File: src/rtl/core/grid_min_effort_bisect_flood_macros.svh
// assertion macros shared by the flood search rtl
// no dependencies; included by the top level
`ifndef GRID_MIN_EFFORT_BISECT_FLOOD_MACROS_SVH
`define GRID_MIN_EFFORT_BISECT_FLOOD_MACROS_SVH

// implication in the same cycle, disabled during reset
`define GMEF_ASSERT_IMPL(label, clk, rst_n, ante, cons) \
  label: assert property (@(posedge clk) disable iff (!rst_n) (ante) |-> (cons)) \
    else $error("assertion failed");

// implication in the next cycle, disabled during reset
`define GMEF_ASSERT_NEXT(label, clk, rst_n, ante, cons) \
  label: assert property (@(posedge clk) disable iff (!rst_n) (ante) |=> (cons)) \
    else $error("assertion failed");

`endif

File: src/rtl/core/gmef_ram.sv
// generic single-write, single-read ram with registered read data
// no dependencies
`default_nettype none
module gmef_ram #(
  parameter int WIDTH = 8,
  parameter int DEPTH = 16
) (
  input  wire logic                                   clk,
  input  wire logic                                   we,
  input  wire logic [(DEPTH > 1 ? $clog2(DEPTH) : 1)-1:0] waddr,
  input  wire logic [WIDTH-1:0]                       wdata,
  input  wire logic [(DEPTH > 1 ? $clog2(DEPTH) : 1)-1:0] raddr,
  output      logic [WIDTH-1:0]                       rdata
);
  logic [WIDTH-1:0] mem [DEPTH];

  always_ff @(posedge clk) begin
    if (we) begin
      mem[waddr] <= wdata;
    end
    rdata <= mem[raddr];
  end
endmodule
`default_nettype wire

File: config.mk
export PLATFORM = sky130hd
export DESIGN_NAME = gmef_ram
export DESIGN_NICKNAME = d
export VERILOG_FILES = /design/src/rtl/core/grid_min_effort_bisect_flood_macros.svh /design/src/rtl/core/gmef_ram.sv
export SDC_FILE = /design/constraint.sdc
export NUM_CORES = 1
export LEC_CHECK = 0
export BUFFER_PORTS_ARGS = -buffer_cell sky130_fd_sc_hd__buf_4
export CAP_MARGIN = 30
export CELL_PAD_IN_SITES_DETAIL_PLACEMENT = 0
export CELL_PAD_IN_SITES_GLOBAL_PLACEMENT = 1
export CORE_MARGIN = 4
export CORE_UTILIZATION = 57
export CTS_CLUSTER_SIZE = 30
export DETAILED_ROUTE_END_ITERATION = 6
export PLACE_DENSITY_LB_ADDON = 0.1
export SYNTH_ARGS = -nofsm -noshare
export SYNTH_HDL_FRONTEND = slang
export SYNTH_SLANG_ARGS = --single-unit
export TNS_END_PERCENT = 20
File: constraint.sdc
create_clock -name clk -period 2.8 [get_ports clk]
set_input_delay 0.56 -clock clk [delete_from_list [all_inputs] [get_ports clk]]
set_output_delay 0.56 -clock clk [all_outputs]
set_load 0.01 [all_outputs]
==> metrics, run 1 <==
outcome finished clean; Root Driver clkbuf_8; Layout area overhead 19.7%; Comb pwr share 4.6%; sequential area share after synthesis 77.8%; H-tree levels 4; postcts setup bufs 0; PortBufs 25; num ports 26; startpoint of the worst register-to-register path mem[2][4]$_DFFE_PP_; P_leak 2.12 nW; Wirelength per Cell 24.0 microns; via count of the routed design 2,418; Final Hold Fails 0; crit path to mem[1][5]$_DFFE_PP_; Setup WS pre-CTS 0.663 ns; DP Cell Count 368; Final Cycle Share 57.8%; Psw 0.920 mW; Slew Viols, Final 0; Worst EP required 2.94 ns; CTS tree done; Die Span Y 103 microns; syn avg cell area 22.5 sq um; DP Wirelength 5910 microns; cts hold-fix bufs 0; most frequent cells in the layout 128 x edfxtp_1, 40 x buf_4, 18 x mux4_2; post-route insts no fill 400; Final WS setup 1.18 ns; Worst Reg-to-Reg Cells 3; post-layout min period 1.62 ns; synthesized area 0.00515 sq mm; Max VDD drop 0.000438 V; chip width 103 microns; vias in the first global route 2,454; Synth Instances 229; Yosys Warn Count 0; Critical Path Source waddr[2]; fraction of layout cells with a size suffix above 1 30.5%; Synth cell types 19; Nets 297; final wirelength 9590 microns; row count 34; crit path DAT 1.76 ns; post-cts gate resize count 0; worst-path fanout max 8; worst setup path category in -> reg; commonest non-fill, non-tap cell in the layout edfxtp_1; Reg-to-Reg End rdata[4]$_DFF_P_; vias per std cell 6.05; Overflow after GRT 0; slew margin rel. 53.3%; Iteration-0 DRC Markers 152; Slew @ Worst Pin 0.697 ns; clock network power share 48.9%; largest net degree at the start of global routing 33; Reg power frac 46.6%; Total GRT Usage 20.4%; DRC Markers 0; RSZ-0062 raised after global routing no; Clock Path Buffers 2; internal power 4.00 mW; flops & latches, synth 136; first-pass GRT wire length 14,700 microns; Layout Skew 0.00971 ns; RePlAce Congestion 0.723; clock latency on the worst-skew pair 0.51 ns; Pwr Density 798 mW/mm^2; Worst setup EP type flop; Max Clk Rate 0.618 GHz; r2r setup slk 1.41 ns; core area 0.00876 sq mm; switching fraction of total power 18.7%; hold crit path type in -> reg; Clk pin slew, worst setup/hold paths 0.06 ns; die area 0.0106 sq mm; Routed Antenna Nets 0; CTS buffer count 17; initial antenna violation count 0; diode count 0; # Max-Cap Violations 0; final setup vio count 0; Sum Neg Setup Slack 0 ns; Initial DRT Pass Iterations 4; Initial Utilization 58.7%; Net Count, Synth 247; crit path launch type primary input; CTS sink count 136
==> metal layers <==
metal	GRT usage [%]	part of all wire (%)	up-vias
li1	-	-	1076
met1	30.2	44	1253
met2	30.9	49	78
met3	4.33	5.8	11
met4	6.27	1.1	0
met5	0	0	-
==> synthesized netlist by cell type <==
cell,count,share of area [%]
nand2_1,9,0.66
and2_1,1,0.12
or3b_2,1,0.17
nand2b_1,2,0.24
buf_2,3,0.29
nor2b_1,1,0.12
nor3_1,4,0.39
edfxtp_1,128,75
mux4_2,18,7.9
nand3_1,1,0.097
dfxtp_1,8,3.1
mux4_1,14,7.1
and2b_1,1,0.15
clkdlybuf4s25_2,3,0.58
a22oi_1,16,2.3
buf_6,3,0.66
nor2_1,13,0.95
nand3b_1,2,0.29
buf_4,1,0.15
==> sequential cells by signal, indices dropped and copies added (netlist names) <==
signal	cells
mem	128
rdata	8
==> worst min-delay path by stage <==
| stage | start | endpoint | slack (ns) | cells past startpoint |
|---|---|---|---|---|
| 2_1_floorplan | mem[7][0]$_DFFE_PP_ | rdata[0]$_DFF_P_ | 0.63 | 3 |
| 3_3_place_gp | mem[7][1]$_DFFE_PP_ | rdata[1]$_DFF_P_ | 0.65 | 3 |
| 3_5_place_dp | mem[4][3]$_DFFE_PP_ | rdata[3]$_DFF_P_ | 0.67 | 3 |
| 4_1_cts | wdata[0] | mem[9][0]$_DFFE_PP_ | 0.34 | 1 |
| 5_1_grt | wdata[6] | mem[5][6]$_DFFE_PP_ | 0.37 | 1 |
| 6_report | wdata[0] | mem[9][0]$_DFFE_PP_ | 0.36 | 1 |
==> cell type report <==
class	count	area, sq um
Clock inverter	14	228
Multi-Input combinational cell	83	1060
Fill cell	535	2600
Sequential cell	136	4000
Tap cell	108	135
Clock buffer	18	418
Timing Repair Buffer	41	320
==> critical path, stage by stage <==
cell	delay, ns
buf_4	0.12
or3b_2	0.52
nor2_1	0.56
==> cells by family (layout without fill, tap and decap cells) <==
group	count (synthesis)	in the layout	synth area share (%)
AO/OA/AOI/OAI	16	16	2.33
buffers and inverters	10	73	1.68
flip-flops	136	136	77.8
multiplexers	32	32	15.0
AND/OR/NAND/NOR	35	35	3.18
==> power by group through the flow <==
stage | combinational [mW] | clock [mW] | sequential [mW]
floorplan | 0.116 | 0 | 2.33
global placement | 0.223 | 0 | 2.33
detailed placement | 0.226 | 0 | 2.33
CTS | 0.228 | 2.44 | 2.29
global route | 0.244 | 2.54 | 2.29
finish | 0.224 | 2.40 | 2.29
==> stage by stage <==
stage	power (mW)	area, sq um	hold WS, ns	util, %
2_1_floorplan	2.45	5150	0.629	-
3_3_place_gp	2.55	5520	0.645	62.9
3_5_place_dp	2.56	5520	0.666	62.9
4_1_cts	4.95	6160	0.342	70.3
5_1_grt	5.07	6160	0.367	70.3
6_report	4.92	6160	0.358	70.3
Note: power is estimated with default switching activity, not from simulation.
==> run 2, diff against run 1 <==
--- a/config.mk
+++ b/config.mk
@@ -10,7 +10,7 @@
 export CELL_PAD_IN_SITES_DETAIL_PLACEMENT = 0
 export CELL_PAD_IN_SITES_GLOBAL_PLACEMENT = 1
 export CORE_MARGIN = 4
-export CORE_UTILIZATION = 57
+export CORE_UTILIZATION = 53
 export CTS_CLUSTER_SIZE = 30
 export DETAILED_ROUTE_END_ITERATION = 6
 export PLACE_DENSITY_LB_ADDON = 0.1
==> constraint.sdc (replaced) <==
create_clock -name clk -period 1.7 [get_ports clk]
set_input_delay 0.34 -clock clk [delete_from_list [all_inputs] [get_ports clk]]
set_output_delay 0.34 -clock clk [all_outputs]
set_load 0.01 [all_outputs]
==> run 2 against run 1 <==
Final cell count grew 8.3%. Clock skew shrank 0.0035 ns. Combinational power up 78%. Clock-buffer cell count up 1. Hold slack lost 0.22 ns. Routed wire length barely moved. Global-route usage fell by 1.1 points. Critical endpoint is now rdata[1]$_DFF_P_.
==> metrics, run 2 (synthesis results as in run 1) <==
postcts setup bufs 0 (unchanged); DP Wirelength 6120 microns (+3.6%); Clock Path Buffers 2 (unchanged); post-layout min period 1.36 ns; Worst Reg-to-Reg Cells 3 (unchanged); Biggest register mem; Die Span Y 107 microns (+3.4%); RePlAce Congestion 0.734 (+1.6%); initial antenna violation count 0 (unchanged); H-tree levels 4 (unchanged); outcome finished clean; Max Clk Rate 0.736 GHz; CTS buffer count 17 (unchanged); Initial DRT Pass Iterations 4 (unchanged); Worst setup EP type flop; Reg-to-Reg End rdata[1]$_DFF_P_; Psw 1.52 mW (+65%); final setup vio count 0 (unchanged); Slew @ Worst Pin 0.613 ns (-0.0842 ns); Setup WS pre-CTS -0.0357 ns (-0.699 ns); PortBufs 25 (unchanged); diode count 0 (unchanged); Worst EP required 2.09 ns (-0.85 ns); Final WS setup 0.341 ns (-0.840 ns); via count of the routed design 2,466 (+2.0%); # Max-Cap Violations 0 (unchanged); most frequent cells in the layout 128 x edfxtp_1, 48 x buf_4, 18 x mux4_2; Iteration-0 DRC Markers 121 (-20%); top flop regs mem x128, rdata x8; CP peak stage delay 0.56 ns (about the same); startpoint of the worst register-to-register path mem[5][1]$_DFFE_PP_; vias per std cell 5.70 (-5.8%); cts hold-fix bufs 0 (unchanged); Cell Chain, Critical Path mux4_1 > a22oi_1 > nand2_1; Hold Slack 0.136 ns (-0.223 ns); Routed Antenna Nets 0 (unchanged); worst-path fanout max 1 (-7); Final Total Pwr 7.75 mW (+58%); Total GRT Usage 19.2% (-1.1 points); DRC Markers 0 (unchanged); CTS tree done; Critical Path Slowest Stage Cell mux4_1; die area 0.0114 sq mm (+6.9%); Overflow after GRT 0 (unchanged); crit path DAT 1.75 ns (about the same); internal power 6.24 mW (+56%); Hold Crit Start wdata[0]; Slew Viols, Final 0 (unchanged); vias in the first global route 2,557 (+4.2%); core area 0.00933 sq mm (+6.4%); post-cts gate resize count 0 (unchanged); Wirelength per Cell 22.1 microns (-7.7%); Hold Crit Endpoint mem[7][0]$_DFFE_PP_; CTS sink count 136 (unchanged); Layout Skew 0.00625 ns (-0.00346 ns); worst setup path category reg -> reg; crit path launch type flop; Max VDD drop 0.000743 V (+70%); P_leak 2.17 nW (+2.4%); Layout area overhead 22.0%; max FFs per register 128 (unchanged); RSZ-0062 raised after global routing no; Nets 309 (+4.0%); commonest non-fill, non-tap cell in the layout edfxtp_1; Final Hold Fails 0 (unchanged); Comb pwr share 5.1% (+0.5 points); r2r setup slk 0.34 ns (-1.07 ns); final wirelength 9580 microns (about the same); switching fraction of total power 19.6% (+0.86 points); first-pass GRT wire length 15,500 microns (+5.2%); Pwr Density 1230 mW/mm^2 (+55%); hold crit path type in -> reg; row count 35 (+2.9%); Root Driver clkbuf_8; Clk pin slew, worst setup/hold paths 0.06 ns (about the same); clock latency on the worst-skew pair 0.51 ns (about the same); Final Cycle Share 79.9%; largest net degree at the start of global routing 17 (-48%); Initial Utilization 55.2% (-3.6 points); fraction of layout cells with a size suffix above 1 34.2% (+3.7 points); clock network power share 46.2% (-2.7 points); Sum Neg Setup Slack 0 ns (unchanged); hold path cells 1 (unchanged); num ports 26 (unchanged); chip width 107 microns (+3.4%); slew margin rel. 59.0% (+5.6 points); Reg power frac 48.6% (+2.0 points)
==> run 2: stage by stage <==
step | cell area (sq um) | utilization, % | std cells
6_report | 6280 | 67.4 | 433
5_1_grt | 6280 | 67.4 | 433
4_1_cts | 6280 | 67.4 | 433
3_5_place_dp | 5690 | 61.0 | 401
3_3_place_gp | 5690 | 61.0 | 401
2_1_floorplan | 5150 | - | 229
==> run 2: worst max path at each step <==
stage	from	end	slack [ns]
CTS	mem[5][1]$_DFFE_PP_	rdata[1]$_DFF_P_	0.33
global route	mem[6][1]$_DFFE_PP_	rdata[1]$_DFF_P_	0.23
floorplan	waddr[2]	mem[3][0]$_DFFE_PP_	0.09
detailed placement	raddr[0]	rdata[2]$_DFF_P_	-0.04
finish	mem[5][1]$_DFFE_PP_	rdata[1]$_DFF_P_	0.34
global placement	raddr[0]	rdata[2]$_DFF_P_	-0.03
==> run 2: critical path: cells and delay by family (launching register included) <==
family / cells / cell delay (ns)
simple gates: 1 / 0.09
compound gates: 1 / 0.24
flops: 1 / 0.36
mux: 1 / 0.56
==> run 2: layout make-up <==
class	count	area [sq um]
multi-input cells	83	1060
fillers	595	3050
flip-flops and latches	136	4000
well taps	129	161
repair buffers	53	460
clock inverters	13	153
clock buffers	19	442
==> run 2: per-layer routing <==
metal	vias to the layer above	track usage, %	wire length [microns]	part of all wire (%)
met3	6	6.31	664	6.9
met2	98	27.6	4520	47
met4	0	5.57	58	0.61
met5	-	0	0	0
li1	1101	-	-	-
met1	1261	28.4	4340	45
==> run 2: power by group through the flow <==
stage | Clock, mW | Combinational (mW) | Sequential (mW)
2_1_floorplan | 0 | 0.191 | 3.84
3_3_place_gp | 0 | 0.394 | 3.84
3_5_place_dp | 0 | 0.401 | 3.84
4_1_cts | 3.63 | 0.404 | 3.77
5_1_grt | 3.82 | 0.432 | 3.78
6_report | 3.58 | 0.399 | 3.77
==> run 3, diff against run 2 <==
--- a/config.mk
+++ b/config.mk
@@ -10,7 +10,7 @@
 export CELL_PAD_IN_SITES_DETAIL_PLACEMENT = 0
 export CELL_PAD_IN_SITES_GLOBAL_PLACEMENT = 1
 export CORE_MARGIN = 4
-export CORE_UTILIZATION = 53
+export CORE_UTILIZATION = 48
 export CTS_CLUSTER_SIZE = 30
 export DETAILED_ROUTE_END_ITERATION = 6
 export PLACE_DENSITY_LB_ADDON = 0.1
==> constraint.sdc (replaced) <==
create_clock -name clk -period 1.2 [get_ports clk]
set_input_delay 0.24 -clock clk [delete_from_list [all_inputs] [get_ports clk]]
set_output_delay 0.24 -clock clk [all_outputs]
set_load 0.01 [all_outputs]
==> run 3 against run 2 <==
The flow now finishes with violations (setup timing). Clock power increased by 36%. Sequential cell count unchanged. Sequential share of layout area down 1.1 points. Register-to-register slack worse by 0.40 ns. Highest routed layer unchanged.
==> metrics, run 3 (synthesis results as in run 1) <==
Routed Antenna Nets 0 (unchanged); Clk pin slew, worst setup/hold paths 0.06 ns (about the same); DP Wirelength 6460 microns (+5.7%); die area 0.0124 sq mm (+9.6%); grt met2 use 26.3% (-1.4 points); final setup vio count 8 (+8); Final WS setup -0.0594 ns (-0.401 ns); Die Span Y 112 microns (+4.7%); Root Driver clkbuf_8; Comb pwr share 5.9% (+0.8 points); RePlAce Congestion 0.723 (-1.5%); clock latency on the worst-skew pair 0.50 ns (about the same); Critical Path Slowest Stage Cell mux4_2; Reg power frac 49.2% (+0.6 points); CTS tree done; CP peak stage delay 0.51 ns (-0.05 ns); Pwr Density 1700 mW/mm^2 (+38%); Wirelength per Cell 21.8 microns (-1.4%); max FFs per register 128 (unchanged); vias in the first global route 2,599 (+1.6%); internal power 8.62 mW (+38%); Clock Path Buffers 2 (unchanged); Final Cycle Share 105% (+25 points); via count of the routed design 2,447 (-0.77%); Max Clk Rate 0.794 GHz (+7.9%); crit path launch type flop; Layout Skew 0.00704 ns (+0.000793 ns); crit path DAT 1.64 ns (-0.11 ns); vias per std cell 5.47 (-3.9%); Overflow after GRT 0 (unchanged); chip width 112 microns (+4.7%); Worst EP required 1.58 ns (-0.51 ns); M3 GR Usage 3.91% (-2.4 points); row count 37 (+5.7%); fraction of layout cells with a size suffix above 1 45.0% (+11 points); post-layout min period 1.26 ns (-0.0994 ns); hold crit path type in -> reg; CTS sink count 136 (unchanged); Slew Viols, Final 0 (unchanged); top flop regs mem x128, rdata x8; Total GRT Usage 17.0% (-2.2 points); slew margin rel. 40.7% (-18 points); Initial DRT Pass Iterations 4 (unchanged); Nets 316 (+2.3%); Psw 2.25 mW (+48%); diode count 0 (unchanged); clock network power share 44.9% (-1.3 points); final wirelength 9760 microns (+1.8%); Cell Chain, Critical Path mux4_2 > a22oi_2 > nand2_1; RSZ-0062 raised after global routing yes; DRC Markers 0 (unchanged); PortBufs 25 (unchanged); post-route insts no fill 447 (+3.2%); largest net degree at the start of global routing 17 (unchanged); grt peak-use layer met2; Final Hold Fails 0 (unchanged); core area 0.0104 sq mm (+11%); failing checks setup timing; Biggest register mem; Layout area overhead 24.3%; DP Area 0.00581 sq mm (+2.1%); P_leak 2.15 nW (-0.76%); most frequent cells in the layout 128 x edfxtp_1, 46 x buf_4, 31 x mux4_2; first-pass GRT wire length 15,500 microns (unchanged); Iteration-0 DRC Markers 186 (+54%); DP Cell Count 415 (+3.5%); Initial Utilization 49.6% (-5.5 points); worst-path fanout max 1 (unchanged); H-tree levels 4 (unchanged); Max VDD drop 0.000918 V (+23%); met1 Track Usage GR 24.4% (-4.1 points); cts hold-fix bufs 0 (unchanged); Worst setup EP type flop; # Max-Cap Violations 0 (unchanged); outcome finished, violations left; num ports 26 (unchanged); r2r setup slk -0.06 ns (-0.40 ns); worst setup path category reg -> reg; Sum Neg Setup Slack -0.240 ns (-0.240 ns); commonest non-fill, non-tap cell in the layout edfxtp_1; initial antenna violation count 0 (unchanged); Slew @ Worst Pin 0.887 ns (+0.274 ns); CTS buffer count 17 (unchanged); switching fraction of total power 20.7% (+1.2 points); final instance area 0.00640 sq mm (+1.9%)
[run 3: cell count changes in the layout (fill, tap and decap cells not counted), sizes merged]
cell,delta
clkinv,-3
bufinv,-1
clkinvlp,-1
buf,+7
inv,+5
[run 3: through the flow]
step,setup WS [ns],hold slack (ns),utilization [%],power (mW)
floorplan,-0.232,0.339,-,5.72
global placement,-0.527,0.543,56.0,6.03
detailed placement,-0.500,0.559,56.0,6.04
CTS,-0.0790,0.0219,61.4,10.9
global route,-0.107,0.0411,61.7,11.3
finish,-0.0594,0.0415,61.7,10.9
[run 3: timing repair]
item,in CTS,in global routing
pin swaps,12,1
resized for setup,24,10
setup endpoints to repair,14,16
buffers inserted,0,0
[run 3: critical path: cells and delay by family (launching register included)]
family,cells,cell delay [ns]
flip-flops,1,0.37
multiplexers,1,0.51
AO/OA/AOI/OAI,1,0.17
AND/OR/NAND/NOR,1,0.09
[run 3: layer usage]
layer | vias up | share of wire [%] | wire length, microns
li1 | 1103 | - | -
met1 | 1284 | 46 | 4470
met2 | 51 | 50 | 4830
met3 | 9 | 3.8 | 366
met4 | 0 | 0.87 | 85
met5 | - | 0 | 0
[run 3: path summary, 6_finish.rpt]
check                                          start             endpoint  cells past startpoint
worst max-delay path             mem[7][2]$_DFFE_PP_     rdata[2]$_DFF_P_                      3
worst min-delay path                        wdata[3]  mem[7][3]$_DFFE_PP_                      1
worst max register to register   mem[7][2]$_DFFE_PP_     rdata[2]$_DFF_P_                      3
worst min register to register  mem[15][4]$_DFFE_PP_     rdata[4]$_DFF_P_                      3
[run 3: power groups by stage]
stage	sequential [mW]	clock, mW	combinational, mW
after floorplan	5.45	0	0.277
after global placement	5.44	0	0.591
after detailed placement	5.44	0	0.602
after CTS	5.35	4.96	0.635
after global routing	5.36	5.22	0.688
final	5.35	4.88	0.636
[run 3: area by class of cell]
type	count	area (sq um)
clock inverter	13	144
fill	755	3970
timing repair buffer	60	564
tap	136	170
clock buffer	19	422
sequential	136	4010
multi-input combinational	83	1090
